**config.mk**
```make
export PLATFORM = sky130hd
export DESIGN_NAME = rlrw_ctrl
export DESIGN_NICKNAME = d
export VERILOG_FILES = /design/src/rtl/rlrw_pkg.sv /design/src/rtl/rlrw_ctrl.sv
export SDC_FILE = /design/constraint.sdc
export NUM_CORES = 1
export LEC_CHECK = 0
export BUFFER_PORTS_ARGS = -buffer_cell sky130_fd_sc_hd__buf_2
export CAP_MARGIN = 20
export CORE_AREA = 5 5 42 44
export DETAILED_ROUTE_END_ITERATION = 8
export DIE_AREA = 0 0 47 49
export MAX_ROUTING_LAYER = met4
export REMOVE_ABC_BUFFERS = 1
export SETUP_SLACK_MARGIN = 0.5
export SLEW_MARGIN = 10
export SYNTH_ARGS = -nofsm -noshare
export SYNTH_HDL_FRONTEND = slang
export SYNTH_SLANG_ARGS = --single-unit
```
**constraint.sdc**
```tcl
create_clock -name clk -period 2.07 [get_ports clk]
set_clock_uncertainty 0.15 [all_clocks]
set_input_delay 0.3105 -clock clk [delete_from_list [all_inputs] [get_ports clk]]
set_output_delay 0.3105 -clock clk [all_outputs]
set_load 0.01 [all_outputs]
```
**src/rtl/rlrw_pkg.sv**
```systemverilog
package rlrw_pkg;

    localparam int DEFAULT_VOICE_COUNT = 256;
    localparam int SR_W      = 20;
    localparam int QUOT_BITS = 29;
    localparam int CNT_W     = $clog2(QUOT_BITS + 1);

    localparam logic [SR_W-1:0]      DEFAULT_SR = 20'd44100;
    localparam logic [31:0]          LCG_MUL    = 32'd1664525;
    localparam logic [31:0]          LCG_INC    = 32'd1013904223;
    localparam logic [QUOT_BITS-1:0] STEP_MAX   = 29'd375809638;
    localparam logic [16:0]          AMP_ONE    = 17'd65536;

    typedef enum logic [3:0] {
        ST_CLEAR,
        ST_IDLE,
        ST_CHECK,
        ST_PREP,
        ST_DIV,
        ST_MUL1,
        ST_WALK,
        ST_MUL2,
        ST_FIN
    } state_t;

    typedef struct packed {
        logic [31:0] seed;
        logic [31:0] pos;
        logic [31:0] last;
    } row_t;

    typedef struct packed {
        logic in_ready;
        logic rd;
        logic prep;
        logic div_step;
        logic mul1;
        logic walk;
        logic mul2;
        logic wr_init;
        logic res_zero;
        logic out_load;
    } cmd_t;

    typedef struct packed {
        logic clr_done;
        logic accepted;
        logic handle_ok;
        logic is_init;
        logic div_last;
        logic out_free;
    } sts_t;

endpackage

```
**src/rtl/rlrw_ctrl.sv**
```systemverilog
module rlrw_ctrl
    import rlrw_pkg::*;
(
    input  logic clk,
    input  logic rst_n,
    input  sts_t sts,
    output cmd_t cmd
);

    state_t state_reg, state_next;

    // hold state
    always_ff @(posedge clk or negedge rst_n)
    begin
        if (!rst_n)
            state_reg <= ST_CLEAR;
        else
            state_reg <= state_next;
    end

    // sequence one item through the datapath
    always_comb
    begin
        state_next = state_reg;
        cmd        = '0;
        unique case (state_reg)
            ST_CLEAR:
            begin
                if (sts.clr_done)
                    state_next = ST_IDLE;
            end
            ST_IDLE:
            begin
                cmd.in_ready = 1'b1;
                if (sts.accepted)
                    state_next = ST_CHECK;
            end
            ST_CHECK:
            begin
                priority if (!sts.handle_ok)
                begin
                    cmd.res_zero = 1'b1;
                    state_next   = ST_FIN;
                end
                else if (sts.is_init)
                begin
                    cmd.res_zero = 1'b1;
                    cmd.wr_init  = 1'b1;
                    state_next   = ST_FIN;
                end
                else
                begin
                    cmd.rd     = 1'b1;
                    state_next = ST_PREP;
                end
            end
            ST_PREP:
            begin
                cmd.prep   = 1'b1;
                state_next = ST_DIV;
            end
            ST_DIV:
            begin
                cmd.div_step = 1'b1;
                if (sts.div_last)
                    state_next = ST_MUL1;
            end
            ST_MUL1:
            begin
                cmd.mul1   = 1'b1;
                state_next = ST_WALK;
            end
            ST_WALK:
            begin
                cmd.walk   = 1'b1;
                state_next = ST_MUL2;
            end
            ST_MUL2:
            begin
                cmd.mul2   = 1'b1;
                state_next = ST_FIN;
            end
            ST_FIN:
            begin
                if (sts.out_free)
                begin
                    cmd.out_load = 1'b1;
                    state_next   = ST_IDLE;
                end
            end
            default:
                state_next = ST_IDLE;
        endcase
    end

endmodule

```
==> flow_summary_export.csv, run 1 <==
group,metric,value,unit
setup_path,crit_buf_inv,1,
sta,finalSetupViolCount,0,
route,vias,448,
cells_and_area,area_delta_synth_final,79.80,%
clock_tree,clockBufferDepth,2,
yosys,syn_area,371.6,µm²
sta,rsz0062_at_grt,"true",
floorplan,initial_utilization,0.2652,
sta,fmaxAchievable,528.6,MHz
clock_tree,clkTransAtPathRegs,0.04,ns
global_routing,busiest_layer,"met2",
outcome,status,"completed",
power,cellLeakagePower,0.3254,nW
global_routing,grt_max_degree,11,
yosys,ys_seq_area_frac,0.2694,
sta,period_needed,1.892,ns
cells_and_area,fill_cells,144,
route,vias_per_cell,5.034,
global_routing,gr-usage-met3,0.01107,
setup_path,critical-path-top-delay-family,"simple AND/OR/NAND/NOR gates",
clock_tree,cts_buffers,3,
sta,worstMarginPinSlew,0.2973,ns
placed_design,place_congestion,0.7536,
setup_path,slowest_stage,"dfrtp_2",
clock_tree,clock-sinks,4,
clock_tree,cts_tree,"done",
clock_tree,htree_levels,1,
sta,tns,0,ns
setup_path,max_stage_delay,0.42,ns
clock_tree,clockRootBuffer,"clkbuf_4",
power,power-per-cell-area,1499,nW/µm²
sta,hold_violations,0,
placed_design,io_buffer_count,17,
setup_path,criticalPathCategory,"reg2out",
yosys,syn_avg_cell_area,8.642,µm²
yosys,yosys_warnings,0,
sta,relSlewSlack,0.8014,
sta,slew_viol_final,0,
setup_path,worstPathArrival,1.43,ns
yosys,synth.distinct_cells,25,
power,vdd_drop_max,587.4,µV
yosys,syn-instance-count,43,
placed_design,dpl.hpwl,672.7,µm
route,route.detailed.drc,0,
sta,worst_slack,0.1780,ns
route,wl_per_cell,14.34,µm
power,total_power,1.001,mW
route,drt_iter0_markers,3,
route,routed_wl,1276,µm
cells_and_area,nNetsFinal,83,
global_routing,globalRouteMet2Util,0.1968,
setup_path,setup.worst_path.start_class,"flip-flop",
floorplan,die_h,49,µm
setup_path,worst_ep_required_time,1.61,ns
sta,period_share,0.9140,
setup_path,end_kind,"output pin",
flow_run,maxCapViolations,0,
cells_and_area,drive_gt1_frac,0.7260,
global_routing,antenna_found_initial,0,
sta,hold_slack,0.2655,ns
global_routing,grt_pass1_wl,1966,µm
floorplan,coreArea,1401,µm²
cells_and_area,largest_reg_flops,4,
route,drt-pass1-iter-count,2,
placed_design,place_ws,0.2671,ns
global_routing,grt_usage,0.1228,
setup_path,critical_path.cell_chain,"nand2b_4, or3_4, nor3b_2, buf_2",
cells_and_area,diodes,0,
global_routing,met1_usage,0.1388,
yosys,ys_seq_elements,4,
placed_design,placed_cells,74,
route,ant_nets,0,
floorplan,ios,18,
cells_and_area,final_cell_count_no_fill,89,
global_routing,grt_pass1_vias,464,
clock_tree,clock_latency,0.24,ns
min_path,hold_path_class,"in2async",
setup_path,path_max_fanout,3,
global_routing,grt_remaining_overflow,0,
floorplan,row_count,14,
floorplan,die-area,2303,µm²
setup_path,rrSetupSlack,0.29,ns
floorplan,die_x,47,µm
-- placed cells by master, fill, tap and decap left out --
master         count
a21oi_1            1
nor3b_1            1
o21ai_0            1
nor3b_2            1
mux2_2             1
dlygate4sd3_1      1
buf_2             16
buf_6              5
and2b_1            1
and3b_2            1
o21bai_1           2
nand2_4            1
and2_1             1
nor2b_1            1
nor3_2             3
nand2b_4           3
nor3_1             2
buf_4              9
nor2_4             1
nor4_2             2
xor2_1             1
mux2_4             1
nor4b_4            1
nand2_1            1
nor2_1             6
dfrtp_2            4
clkbuf_4           3
nand2b_1           1
or3_4              1
-- layer usage --
layer | wire length (µm) | up-vias
met4 | 34 | 0
li1 | - | 212
met5 | 0 | -
met1 | 524 | 218
met3 | 46 | 4
met2 | 671 | 14
-- worst paths after layout --
path / from / endpoint / depth (start not counted)
setup / recovery: state_reg[0] / cmd[8] / 4
hold / removal: rst_n / state_reg[3] / 2
setup reg to reg: state_reg[0] / state_reg[0] / 6
hold reg to reg: state_reg[3] / state_reg[2] / 1
max in group asynchronous: rst_n / state_reg[0] / 2
min in group clk: sts[0] / state_reg[3] / 3
-- where the power goes --
part,switching [mW],internal [mW],total [mW]
clock,0.0332,0.0649,0.0981
combinational,0.328,0.394,0.721
sequential,0.0585,0.123,0.182
total,0.420,0.582,1.00
-- what timing repair did --
action / CTS / global route
setup endpoints to repair: 12 / 12
endpoints found under the hold margin: 4 / 0
resized for setup: 15 / 7
setup buffers: 8 / 3
hold buffers: 1 / 0
pin swaps: 5 / 5
-- cell type report --
cell class	instances	area (µm²)	area share
multi-input cells	35	306.5	0.4588
repair buffers	31	214.0	0.3202
flip-flops and latches	4	105.1	0.1573
well taps	16	20.02	0.02996
clock buffers	3	22.52	0.03371
-- cells in the mapped netlist (all sizes together) --
cell | n | area share
o21ai | 1 | 0.013
nor4b | 1 | 0.040
a21oi | 1 | 0.013
xor2 | 1 | 0.024
buf | 4 | 0.094
mux2 | 2 | 0.071
and2 | 1 | 0.017
or3 | 1 | 0.017
dfrtp | 4 | 0.27
nand2b | 4 | 0.074
nor3 | 5 | 0.081
nor4 | 2 | 0.051
nor2 | 7 | 0.071
nor2b | 1 | 0.017
and3b | 1 | 0.027
nor3b | 2 | 0.040
and2b | 1 | 0.020
nand2 | 2 | 0.020
o21bai | 2 | 0.040
-- through the flow --
stage,utilization,cell area (µm²)
2_1_floorplan,-,336.6
3_3_place_gp,0.3259,456.7
3_5_place_dp,0.3259,456.7
4_1_cts,0.4366,611.8
5_1_grt,0.4768,668.1
6_report,0.4768,668.1
-- kinds of logic after synthesis --
logic type             share of synthesized area
AO/OA/AOI/OAI                            0.06730
XOR/XNOR                                 0.02357
buffers and inverters                    0.09427
flip-flops                                0.2694
multiplexers                             0.07069
AND/OR/NAND/NOR                           0.4748
Note: power is estimated with default switching activity, not from simulation.
==> run 2, diff against run 1 <==
--- a/config.mk
+++ b/config.mk
@@ -7,5 +7,5 @@
 export LEC_CHECK = 0
 export BUFFER_PORTS_ARGS = -buffer_cell sky130_fd_sc_hd__buf_2
-export CAP_MARGIN = 20
+export CAP_MARGIN = 15
 export CORE_AREA = 5 5 42 44
 export DETAILED_ROUTE_END_ITERATION = 8
==> constraint.sdc (replaced) <==
create_clock -name clk -period 2.07 [get_ports clk]
set_clock_uncertainty 0.15 [all_clocks]
set_input_delay 0.1035 -clock clk [delete_from_list [all_inputs] [get_ports clk]]
set_output_delay 0.1035 -clock clk [all_outputs]
set_load 0.01 [all_outputs]
==> run 2 against run 1 <==
Sequential cell count stayed put. Total power is 17% lower. Hold slack worse by 0.20 ns. Via count is 14% lower. Wire length is 21% lower. Sequential share of layout area is 2.3 points higher. Highest routed layer is now met3.
==> flow_summary_export.csv, run 2 (synthesis gave the netlist of run 1 again) <==
group,metric,value,unit
outcome,status,"completed",
cells_and_area,diodes,0,
cells_and_area,mostFrequentLayoutCells,"17 x buf_2, 8 x buf_4, 7 x nor2_1",
clock_tree,clkTransAtPathRegs,0.04,ns
clock_tree,clockBufferDepth,2,
setup_path,path_max_fanout,4,
power,vdd_drop_max,586.8,µV
cells_and_area,final_cell_count_no_fill,85,
cells_and_area,final_common_cell,"buf_2",
cells_and_area,largest_reg_flops,4,
route,ant_nets,0,
power,total_power,826.0,µW
placed_design,placed_cells,73,
power,p_seq_frac,0.239,
clock_tree,clockRootBuffer,"clkbuf_4",
floorplan,initial_utilization,0.2652,
power,p_sw_frac,0.4006,
route,vias,387,
clock_tree,cts_buffers,3,
global_routing,grt_remaining_overflow,0,
setup_path,critical_path.cell_chain,"nand2b_4, or3_4, nor3b_2, buf_2",
global_routing,busiest_layer,"met2",
setup_path,end_kind,"output pin",
setup_path,worst_ep_required_time,1.82,ns
cells_and_area,post-route-util,0.4161,
setup_path,slowest_stage,"dfrtp_2",
sta,period_needed,1.682,ns
route,drt_iter0_markers,2,
global_routing,met1_usage,0.1286,
setup_path,rrSetupSlack,0.42,ns
global_routing,globalRouteMet2Util,0.1380,
power,cellLeakagePower,0.2849,nW
global_routing,antenna_found_initial,0,
sta,worstMarginPinSlew,0.2780,ns
setup_path,criticalPathCategory,"reg2out",
placed_design,dpl.hpwl,666.5,µm
cells_and_area,area_delta_synth_final,56.90,%
global_routing,gr-usage-met3,0.01107,
setup_path,setup.worst_path.start_class,"flip-flop",
setup_path,max_stage_delay,0.42,ns
sta,rsz0062_at_grt,"true",
sta,period_share,0.8125,
sta,hold_violations,0,
setup_path,rr_startpoint,"state_reg[0]",
sta,tns,0,ns
route,vias_per_cell,4.553,
global_routing,grt_usage,0.09703,
power,pwr-share-comb,0.648,
clock_tree,clock-sinks,4,
clock_tree,cts_tree,"done",
clock_tree,clock_latency,0.23,ns
cells_and_area,multiInputGateArea,260.3,µm²
floorplan,coreArea,1401,µm²
power,internal_power,495.1,µW
floorplan,die_x,47,µm
power,net-switching-power,330.9,µW
global_routing,grt_max_degree,11,
min_path,hold_path_class,"in2async",
sta,finalSetupViolCount,0,
cells_and_area,fill_cells,145,
placed_design,place_congestion,0.7810,
sta,relSlewSlack,0.8131,
global_routing,grt_pass1_vias,382,
sta,fmaxAchievable,594.6,MHz
floorplan,ios,18,
route,routed_wl,1011,µm
route,drt-pass1-iter-count,4,
setup_path,worstPathArrival,1.43,ns
cells_and_area,drive_gt1_frac,0.6377,
placed_design,io_buffer_count,17,
route,route.detailed.drc,0,
floorplan,die-area,2303,µm²
power,clkPwrFrac,0.112,
global_routing,grt_pass1_wl,1635,µm
power,power-per-cell-area,1417,nW/µm²
flow_run,maxCapViolations,0,
floorplan,die_h,49,µm
sta,slew_viol_final,0,
floorplan,row_count,14,
setup_path,rr_worst_depth,5,
cells_and_area,final-seq-area,105.1,µm²
setup_path,rr_endpoint,"state_reg[0]",
placed_design,dpl_cell_area,449.2,µm²
route,wl_per_cell,11.89,µm
cells_and_area,final_area,583.1,µm²
cells_and_area,nNetsFinal,79,
clock_tree,htree_levels,1,
==> run 2: cell types whose count changed in the layout (fill, tap and decap cells not counted), sizes merged <==
cell,previous run,this run
buf,30,26
==> run 2: what timing repair did <==
item	CTS	global route
setup buffers	5	3
gates resized for setup	8	0
endpoints found under the hold margin	4	0
hold buffers	1	0
endpoints found under the setup margin	6	7
pin swaps	2	1
==> run 2: layout make-up <==
type	count	area share
tap	16	0.03433
timing repair buffer	27	0.3004
clock buffer	3	0.03863
multi-input combinational	35	0.4464
sequential	4	0.1803
==> run 2: how the worst max path moves through the flow <==
stage,start,end,slack [ns],depth (start not counted)
6_report,state_reg[0],cmd[8],0.39,4
4_1_cts,state_reg[0],cmd[8],0.38,4
2_1_floorplan,state_reg[0],state_reg[0],0.37,4
3_3_place_gp,state_reg[0],state_reg[0],0.33,4
3_5_place_dp,state_reg[0],state_reg[0],0.28,4
5_1_grt,state_reg[0],cmd[8],0.30,4
==> run 2: critical path: cells and delay by family, from the launching register on <==
kind          cells  cell delay, ns
buf+inv           1            0.14
flops             1            0.42
simple gates      3            0.64
==> run 2: per-stage QoR <==
stage	hold WS, ns	worst slack, ns
detailed placement	-0.2393	0.2820
floorplan	-0.3421	0.3652
global route	0.07727	0.3050
finish	0.06595	0.3881
CTS	0.06135	0.3848
global placement	-0.2382	0.3291
==> run 2: power groups by stage <==
stage	registers, mW	clock network, mW	logic, mW
after CTS	0.200	0.0976	0.498
after global routing	0.205	0.107	0.581
final	0.198	0.0926	0.536
after floorplan	0.191	0	0.247
after detailed placement	0.209	0	0.356
after global placement	0.206	0	0.352
==> run 2: routing by layer <==
layer | share of wire | wire, µm | up-vias
li1 | - | - | 200
met1 | 0.42 | 420 | 174
met2 | 0.52 | 530 | 13
met3 | 0.058 | 59 | 0
met4 | 0 | 0 | 0
met5 | 0 | 0 | -
==> run 3, diff against run 2 <==
clock period = 1.4 ns   (was 2.07 ns; I/O delays follow)
==> run 3 against run 2 <==
The flow now finishes with violations (setup timing). Hold slack worse by 0.036 ns. Via count up 15%. Global-route usage up 1.1 points. Total power up 98%. Clock power up 49%. Final cell count up 13%. Design area up 27%. Count of clock-buffer cells in the layout unchanged. Register-to-register slack worse by 0.67 ns. Critical path type unchanged.
==> flow_summary_export.csv, run 3 (synthesis gave the netlist of run 1 again) <==
group,metric,value,unit
route,vias_per_cell,4.646,
clock_tree,htree_levels,1,
setup_path,rr_worst_depth,5,
outcome,violations,"setup timing",
min_path,hold_path_class,"in2async",
sta,tns,-2.291,ns
sta,period_share,1.206,
floorplan,ios,18,
placed_design,dpl.hpwl,811.6,µm
sta,slew_viol_final,0,
floorplan,die_x,47,µm
route,wl_per_cell,12.56,µm
placed_design,dpl_cell_area,539.3,µm²
flow_run,maxCapViolations,0,
global_routing,grt_max_degree,7,
clock_tree,cts_buffers,3,
setup_path,path_max_fanout,5,
clock_tree,clock_latency,0.23,ns
route,routed_wl,1206,µm
global_routing,grt_pass1_vias,439,
sta,rsz0062_at_grt,"true",
setup_path,rrSetupSlack,-0.25,ns
global_routing,grt_remaining_overflow,0,
outcome,status,"finished, violations left",
clock_tree,clockBufferDepth,2,
sta,hold_violations,0,
cells_and_area,nNetsFinal,90,
placed_design,placed_cells,85,
placed_design,place_ws,-0.2749,ns
cells_and_area,final_area,742.0,µm²
placed_design,io_buffer_count,17,
cells_and_area,post-route-util,0.5295,
setup_path,worst_ep_required_time,1.18,ns
floorplan,die-area,2303,µm²
sta,finalSetupViolCount,12,
clock_tree,clkTransAtPathRegs,0.04,ns
setup_path,setup.worst_path.start_class,"flip-flop",
sta,worst_slack,-0.2878,ns
sta,relSlewSlack,0.8056,
floorplan,die_h,49,µm
setup_path,rr_endpoint,"state_reg[0]",
sta,period_needed,1.688,ns
cells_and_area,final_cell_count_no_fill,96,
route,route.detailed.drc,0,
setup_path,criticalPathCategory,"reg2out",
placed_design,place_congestion,0.7665,
route,drt-pass1-iter-count,3,
global_routing,antenna_found_initial,0,
global_routing,grt_usage,0.1079,
sta,fmaxAchievable,592.5,MHz
clock_tree,clock-sinks,4,
setup_path,rr_startpoint,"state_reg[0]",
setup_path,worstPathArrival,1.47,ns
clock_tree,clockRootBuffer,"clkbuf_4",
cells_and_area,mostFrequentLayoutCells,"16 x buf_2, 13 x buf_4, 8 x buf_6",
floorplan,row_count,14,
power,cellLeakagePower,0.3654,nW
cells_and_area,area_delta_synth_final,99.66,%
route,ant_nets,0,
route,drt_iter0_markers,3,
floorplan,initial_utilization,0.2652,
floorplan,coreArea,1401,µm²
cells_and_area,largest_reg_flops,4,
setup_path,end_kind,"output pin",
route,vias,446,
cells_and_area,drive_gt1_frac,0.7875,
clock_tree,cts_tree,"done",
power,power-per-cell-area,2199,nW/µm²
setup_path,cp-startpoint,"state_reg[0]",
global_routing,grt_pass1_wl,1814,µm
cells_and_area,fill_cells,142,
cells_and_area,final_common_cell,"buf_2",
power,vdd_drop_max,967.4,µV
sta,worstMarginPinSlew,0.2915,ns
cells_and_area,diodes,0,
==> run 3: worst max-delay path by stage <==
stage / end / depth (start not counted)
floorplan: state_reg[0] / 4
global placement: state_reg[0] / 4
detailed placement: state_reg[0] / 5
CTS: cmd[8] / 4
global route: cmd[8] / 4
finish: cmd[8] / 4
==> run 3: metrics by stage <==
step	hold WS [ns]	power [mW]
final	0.02977	1.632
after global routing	0.05317	1.725
after CTS	0.03489	1.532
after detailed placement	-0.2718	1.072
after global placement	-0.2722	1.054
after floorplan	-0.3756	0.6478
==> run 3: layer usage <==
| layer | wire length (µm) | track usage |
|---|---|---|
| met5 | 0 | - |
| met4 | 15 | 0.04147 |
| met3 | 54 | 0.01107 |
| met2 | 644 | 0.1652 |
| met1 | 492 | 0.1419 |
==> run 3: cell type report <==
type	instances	area (µm²)	share of cell area
Timing Repair Buffer	38	277.8	0.3744
Sequential cell	4	103.9	0.1400
Multi-Input combinational cell	35	317.8	0.4283
Clock buffer	3	22.52	0.03035
Tap cell	16	20.02	0.02698
==> run 3: report_power, final <==
part	total [mW]	internal [mW]	switching, mW
registers	0.284	0.180	0.104
logic	1.21	0.718	0.492
clock network	0.138	0.0956	0.0423
total	1.63	0.993	0.638
==> run 3: critical path, cell delays in order, from the launching register on <==
cell      delay, ns
dfrtp_2        0.44
nand2b_4       0.15
or3_4          0.35
nor3b_2        0.16
buf_2          0.15
==> run 3: what timing repair did <==
action,4_1_cts,5_1_grt
endpoints found under the setup margin,14,14
gates resized for setup,21,6
hold buffers,1,0
endpoints found under the hold margin,4,0
pin swaps,6,2
setup buffers,5,2
